### src/design/assert_macros.svh
// Assertion macros included by pso_particle_update
`ifndef ASSERT_MACROS_SVH
`define ASSERT_MACROS_SVH

// Implication checked at every clock edge outside reset
`define ASSERT_IMPLY(label, clk_sig, rst_sig, ante, cons, msg) \
  label: assert property (@(posedge clk_sig) disable iff (rst_sig) (ante) |-> (cons)) \
    else $error(msg);

// Implication whose consequent is checked in the cycle after the antecedent
`define ASSERT_NEXT(label, clk_sig, rst_sig, ante, cons, msg) \
  label: assert property (@(posedge clk_sig) disable iff (rst_sig) (ante) |=> (cons)) \
    else $error(msg);

`endif

### src/design/pso_pkg.sv
// ----------------------------------------------------------------------------
// pso_pkg
// Opcodes, register indexes, reset values, transaction and controller types.
// ----------------------------------------------------------------------------
package pso_pkg;

  localparam int OPCODE_W = 3;
  localparam int DIM_W    = 4;
  localparam int GAIN_W   = 16;
  localparam int RAND_W   = 16;
  localparam int FIT_W    = 32;
  localparam int VALUE_W  = 32;
  localparam int CFG_IDX_W = 3;
  localparam int FRAC_G   = 12;

  localparam logic [OPCODE_W-1:0] OP_LOAD     = 3'd0;
  localparam logic [OPCODE_W-1:0] OP_MOVE     = 3'd1;
  localparam logic [OPCODE_W-1:0] OP_FITNESS  = 3'd2;
  localparam logic [OPCODE_W-1:0] OP_NFITNESS = 3'd3;
  localparam logic [OPCODE_W-1:0] OP_NELEMENT = 3'd4;
  localparam logic [OPCODE_W-1:0] OP_READ     = 3'd5;

  localparam logic [CFG_IDX_W-1:0] REG_COG   = 3'd0;
  localparam logic [CFG_IDX_W-1:0] REG_SOC   = 3'd1;
  localparam logic [CFG_IDX_W-1:0] REG_CHI   = 3'd2;
  localparam logic [CFG_IDX_W-1:0] REG_VFLR  = 3'd3;
  localparam logic [CFG_IDX_W-1:0] REG_VCEIL = 3'd4;
  localparam logic [CFG_IDX_W-1:0] REG_PFLR  = 3'd5;
  localparam logic [CFG_IDX_W-1:0] REG_PCEIL = 3'd6;

  localparam logic [GAIN_W-1:0] COG_RESET = 16'd8397;
  localparam logic [GAIN_W-1:0] SOC_RESET = 16'd8397;
  localparam logic [GAIN_W-1:0] CHI_RESET = 16'd2989;
  localparam longint VFLR_RESET  = -655360;
  localparam longint VCEIL_RESET = 655360;
  localparam longint PFLR_RESET  = 0;
  localparam longint PCEIL_RESET = 6553600;

  // datapath step commands
  localparam logic [2:0] CMD_NONE  = 3'd0;
  localparam logic [2:0] CMD_READ  = 3'd1;
  localparam logic [2:0] CMD_MUL1  = 3'd2;
  localparam logic [2:0] CMD_MUL2  = 3'd3;
  localparam logic [2:0] CMD_WRITE = 3'd4;
  localparam logic [2:0] CMD_COPY  = 3'd5;
  localparam logic [2:0] CMD_RESULT = 3'd6;

  typedef struct packed {
    logic [OPCODE_W-1:0]       opcode;
    logic [DIM_W-1:0]          dim_index;
    logic signed [VALUE_W-1:0] value_a;
    logic signed [VALUE_W-1:0] value_b;
    logic [RAND_W-1:0]         rand_one;
    logic [RAND_W-1:0]         rand_two;
    logic [FIT_W-1:0]          fitness_value;
  } pso_in_t;

  typedef struct packed {
    logic signed [VALUE_W-1:0] position_out;
    logic signed [VALUE_W-1:0] velocity_out;
    logic signed [VALUE_W-1:0] best_out;
    logic                      improved;
    logic                      rejected;
  } pso_out_t;

  typedef struct packed {
    logic [2:0] step;
  } pso_cmd_t;

  typedef struct packed {
    logic copy_last;
  } pso_status_t;

endpackage

### src/design/pso_ctrl.sv
// ----------------------------------------------------------------------------
// pso_ctrl
// Sequencer for one transaction: fetch, multiply steps or copy sweep, write, result.
// ----------------------------------------------------------------------------
module pso_ctrl (
  input  logic                 clk,
  input  logic                 rst,
  input  logic                 in_valid,
  input  logic [2:0]           in_opcode,
  input  logic                 copy_needed,
  input  logic                 out_busy,
  input  pso_pkg::pso_status_t status,
  output logic                 in_ready,
  output pso_pkg::pso_cmd_t    cmd
);
  import pso_pkg::*;

  localparam logic [2:0] S_IDLE  = 3'd0;
  localparam logic [2:0] S_READ  = 3'd1;
  localparam logic [2:0] S_MUL1  = 3'd2;
  localparam logic [2:0] S_MUL2  = 3'd3;
  localparam logic [2:0] S_WRITE = 3'd4;
  localparam logic [2:0] S_COPY  = 3'd5;
  localparam logic [2:0] S_DONE  = 3'd6;

  logic [2:0] state;
  logic [2:0] state_next;
  logic       is_move;

  assign in_ready = (state == S_IDLE) && !rst;

  always_ff @(posedge clk) begin
    if (rst) begin
      state <= S_IDLE;
      is_move <= 1'b0;
    end else begin
      state <= state_next;
      if (state == S_IDLE && in_valid) begin
        is_move <= (in_opcode == OP_MOVE);
      end
    end
  end

  always_comb begin
    state_next = state;
    cmd.step = CMD_NONE;
    case (state)
      S_IDLE: begin
        if (in_valid) begin
          state_next = S_READ;
        end
      end
      S_READ: begin
        cmd.step = CMD_READ;
        if (is_move) begin
          state_next = S_MUL1;
        end else if (copy_needed) begin
          state_next = S_COPY;
        end else begin
          state_next = S_WRITE;
        end
      end
      S_MUL1: begin
        cmd.step = CMD_MUL1;
        state_next = S_MUL2;
      end
      S_MUL2: begin
        cmd.step = CMD_MUL2;
        state_next = S_WRITE;
      end
      S_COPY: begin
        cmd.step = CMD_COPY;
        if (status.copy_last) begin
          state_next = S_WRITE;
        end
      end
      S_WRITE: begin
        cmd.step = CMD_WRITE;
        state_next = S_DONE;
      end
      S_DONE: begin
        if (!out_busy) begin
          cmd.step = CMD_RESULT;
          state_next = S_IDLE;
        end
      end
      default: begin
        state_next = S_IDLE;
      end
    endcase
  end
endmodule

### config.mk
export PLATFORM = sky130hd
export DESIGN_NAME = pso_ctrl
export DESIGN_NICKNAME = d
export VERILOG_FILES = /design/src/design/assert_macros.svh /design/src/design/pso_pkg.sv /design/src/design/pso_ctrl.sv
export SDC_FILE = /design/constraint.sdc
export NUM_CORES = 1
export LEC_CHECK = 0
export ABC_AREA = 1
export CAP_MARGIN = 20
export CORE_AREA = 2 2 39 41
export CTS_BUF_LIST = sky130_fd_sc_hd__clkbuf_4 sky130_fd_sc_hd__clkbuf_8
export DETAILED_ROUTE_END_ITERATION = 12
export DIE_AREA = 0 0 41 43
export DONT_BUFFER_PORTS = 1
export RECOVER_POWER = 25
export SKIP_CTS_REPAIR_TIMING = 1
export SLEW_MARGIN = 20
export SYNTH_ARGS = -nofsm -noshare
export SYNTH_HDL_FRONTEND = slang
export SYNTH_SLANG_ARGS = --single-unit
export TNS_END_PERCENT = 100
### constraint.sdc
create_clock -name clk -period 1.1 [get_ports clk]
set_input_delay 0.11 -clock clk [delete_from_list [all_inputs] [get_ports clk]]
set_output_delay 0.11 -clock clk [all_outputs]
set_load 0.1 [all_outputs]
==> flow_results.xml <==
<?xml version="1.0" encoding="UTF-8"?>
<metrics>
  <group name="synth">
    <metric name="syn-num-nets" unit="">54</metric>
    <metric name="yosys_warnings" unit="">0</metric>
    <metric name="syn_area" unit="sq um">284.0</metric>
    <metric name="synth_commonest_cells" unit="">inv_1 (8), nand3_1 (6), nand2_1 (5), nor2_1 (5)</metric>
    <metric name="synth-xor-area-share" unit="">0</metric>
    <metric name="synthDistinctLibCells" unit="">16</metric>
    <metric name="synth.top_cell.area_share" unit="">0.2819</metric>
    <metric name="ys_seq_area_frac" unit="">0.2819</metric>
    <metric name="main_area_contributors_after_synthesis" unit="">dfxtp_1 (28%), nand3_1 (11%), inv_1 (11%)</metric>
    <metric name="synth_adder_area_share" unit="">0</metric>
    <metric name="dominantRegCellSynth" unit="">dfxtp_1</metric>
    <metric name="synthesis.area_per_instance" unit="sq um">6.312</metric>
    <metric name="synth_most_common_cell" unit="">inv_1</metric>
    <metric name="synth-compound-area-share" unit="">0.1542</metric>
    <metric name="synth_top_family_by_area" unit="">simple AND/OR/NAND/NOR gates</metric>
    <metric name="async_reset_ff_frac" unit="">0</metric>
    <metric name="synth_seq_cells" unit="">4</metric>
    <metric name="netlist_instances" unit="">45</metric>
    <metric name="post_synth_mux_area_share" unit="">0</metric>
    <metric name="synth-edff-count" unit="">0</metric>
    <metric name="post_synth_and_or_nand_nor_area_fraction" unit="">0.4449</metric>
    <metric name="yosys.area.top_type" unit="">dfxtp_1</metric>
  </group>
  <group name="timing">
    <metric name="finalCriticalPeriod" unit="ns">1.262</metric>
    <metric name="slew_viol_final" unit="">0</metric>
    <metric name="worst_hold_slack" unit="ns">0.02094</metric>
    <metric name="rsz0062_at_grt" unit="">true</metric>
    <metric name="relative_max_transition_margin" unit="">0.8944</metric>
    <metric name="post-route-period-util" unit="">1.147</metric>
    <metric name="max_freq" unit="GHz">0.7924</metric>
    <metric name="slew_at_the_pin_closest_to_its_max_slew_limit" unit="ns">0.1579</metric>
    <metric name="setup_slack" unit="ns">-0.1620</metric>
    <metric name="clock-skew-final" unit="ns">0.003170</metric>
    <metric name="setup_viol_count_final" unit="">4</metric>
    <metric name="report.final.hold_viol_count" unit="">0</metric>
  </group>
  <group name="worst_setup_path">
    <metric name="critical-path-max-stage-delay" unit="ns">0.33</metric>
    <metric name="critPathKind" unit="">flip-flop to primary output</metric>
    <metric name="worstSetupEndpointType" unit="">primary output</metric>
    <metric name="cp-endpoint" unit="">cmd[2]</metric>
    <metric name="crit_fanout" unit="">5</metric>
    <metric name="cp_slowest_cell" unit="">dfxtp_2</metric>
    <metric name="critical_path.reg2reg.startpoint" unit="">state[1]</metric>
    <metric name="cp_data_arrival_time" unit="ns">1.15</metric>
    <metric name="r2r_slack" unit="ns">0.06</metric>
    <metric name="critPathLaunchType" unit="">flip-flop</metric>
    <metric name="terminus_of_the_critical_flop_to_flop_path" unit="">state[1]</metric>
    <metric name="crit_required" unit="ns">0.99</metric>
    <metric name="path_delay_family" unit="">flip-flops</metric>
    <metric name="cp_num_buf_inv" unit="">1</metric>
    <metric name="crit_path_cell_trace" unit="">or2_4 &gt; a21oi_4 &gt; buf_12</metric>
    <metric name="cp-startpoint" unit="">state[0]</metric>
    <metric name="register_to_register_path_depth" unit="">5</metric>
    <metric name="crit_cells" unit="">3</metric>
  </group>
  <group name="grt">
    <metric name="grt_overflow_total" unit="">0</metric>
    <metric name="track_usage" unit="">0.09036</metric>
    <metric name="first_global_vias" unit="">263</metric>
    <metric name="first_pass_grt_wire_length" unit="um">1048</metric>
    <metric name="grt_start_max_net_pins" unit="">8</metric>
    <metric name="grt_antenna_before_repair" unit="">0</metric>
  </group>
  <group name="finish">
    <metric name="finalInstanceArea" unit="sq um">500.5</metric>
    <metric name="finish.net_count" unit="">67</metric>
    <metric name="layout-drive-gt1-share" unit="">0.5179</metric>
    <metric name="area_delta_synth_final" unit="%">76.21</metric>
    <metric name="num_antenna_cells" unit="">0</metric>
  </group>
  <group name="die">
    <metric name="floorplan.die.width" unit="um">41</metric>
    <metric name="core_area" unit="sq um">1384</metric>
    <metric name="ioPinCount" unit="">13</metric>
    <metric name="floorplan.initialDensity" unit="">0.2052</metric>
    <metric name="placement_rows" unit="">14</metric>
    <metric name="chipHeight" unit="um">43</metric>
    <metric name="fp.dieArea" unit="sq um">1763</metric>
  </group>
  <group name="power">
    <metric name="power_density" unit="nW/um^2">3495</metric>
    <metric name="leakagePower" unit="uW">0.0002178</metric>
    <metric name="total_power" unit="uW">1749</metric>
    <metric name="vdd.ir_drop.worst" unit="mV">1.029</metric>
  </group>
  <group name="drt">
    <metric name="route.vias.total" unit="">315</metric>
    <metric name="firstDrtPassIters" unit="">4</metric>
    <metric name="final_antenna_net_count" unit="">0</metric>
    <metric name="detail_route.drc_violations" unit="">0</metric>
    <metric name="drt-initial-drc-count" unit="">10</metric>
    <metric name="detail_route.wirelength" unit="um">640</metric>
    <metric name="post_dr_wirelength_cell" unit="um">8.889</metric>
    <metric name="avgViaCountPerCell" unit="">4.375</metric>
  </group>
  <group name="worst_hold_path">
    <metric name="holdCritPathClass" unit="">input port to flip-flop</metric>
  </group>
  <group name="clock_tree">
    <metric name="cts.sink_count" unit="">4</metric>
    <metric name="cts.path.max_buffers" unit="">2</metric>
    <metric name="cts_tree" unit="">built</metric>
    <metric name="cts.reportedPaths.clkPinSlew" unit="ns">0.04</metric>
    <metric name="clock_tree.root_cell" unit="">clkbuf_4</metric>
    <metric name="clock_latency" unit="ns">0.23</metric>
    <metric name="clock_tree.htree_level_count" unit="">1</metric>
    <metric name="cts_made_buffers" unit="">3</metric>
  </group>
  <group name="flow_run">
    <metric name="max_cap_violations" unit="">0</metric>
  </group>
  <group name="place">
    <metric name="hpwlAfterDp" unit="um">498.2</metric>
    <metric name="gpl.final_weighted_congestion" unit="">0.7897</metric>
    <metric name="portBuffers" unit="">0</metric>
    <metric name="place_area" unit="sq um">437.9</metric>
    <metric name="dp_worst_setup_slack" unit="ns">0.05484</metric>
  </group>
  <group name="run_status">
    <metric name="run_status" unit="">complete, but fails checks</metric>
    <metric name="violations" unit="">setup timing</metric>
  </group>
</metrics>
-- per-stage QoR --
| stage | std cells | TNS (ns) | util |
|---|---|---|---|
| finish | 72 | -0.4371 | 0.3617 |
| global route | 72 | -0.6357 | 0.3617 |
| CTS | 68 | -0.6420 | 0.3327 |
| detailed placement | 65 | 0 | 0.3165 |
| global placement | 65 | 0 | 0.3165 |
| floorplan | 45 | -0.3827 | - |
-- layout make-up --
type                       instances  area, sq um
fill                             153        883.3
multi-input combinational         32        222.7
timing repair buffer               8        112.6
sequential                         4        88.84
inverter                           9        33.78
clock buffer                       3        22.52
tap                               16        20.02
-- placed cells by master (no fill, tap or decap) --
master / instances
nor2_2: 1
dfxtp_1: 1
dfxtp_4: 2
a21oi_4: 2
a21oi_2: 1
a21oi_1: 2
nand3_1: 6
dlygate4sd3_1: 1
dfxtp_2: 1
buf_4: 3
nor3b_2: 1
inv_1: 6
nor2_1: 3
o21ai_1: 1
nand2_2: 2
and2_4: 1
buf_12: 4
clkbuf_4: 3
nand4_1: 1
nor2_4: 3
or2_4: 1
o21ai_0: 2
inv_2: 3
nand2_1: 4
nand2_4: 1
-- registers in the layout, summed over array words and instances, names as in the netlist --
name	cells
state	3
is_move	1
-- report_power, final --
part           switching, uW  total [uW]  internal, uW
Sequential              99.7         314           214
Clock                   54.7         176           122
Combinational            787        1260           472
-- worst min path at each step --
stage / start / to / cells past startpoint
floorplan: rst / state[0] / 1
global placement: rst / state[0] / 1
detailed placement: rst / state[0] / 1
CTS: rst / state[0] / 1
global route: rst / state[2] / 3
finish: rst / state[2] / 3
-- worst reg2reg max path, cell delays in order, from the launching register on --
cell     delay (ns)
dfxtp_4        0.40
nor2_4         0.05
buf_4          0.13
and2_4         0.13
o21ai_1        0.13
a21oi_1        0.08
-- layer usage --
| layer | global-route usage | vias up | part of all wire |
|---|---|---|---|
| met3 | 0.07853 | 0 | 0.10 |
| li1 | - | 167 | - |
| met2 | 0.1000 | 16 | 0.44 |
| met4 | 0.02000 | 0 | 0 |
| met1 | 0.1286 | 132 | 0.45 |
| met5 | 0 | - | 0 |
-- cells by family (layout without fill, tap and decap cells) --
kind of cell	Yosys count	after routing
simple gates	24	24
flops	4	4
buf+inv	9	20
compound gates	8	8
Power figures use the tool's default switching activity.
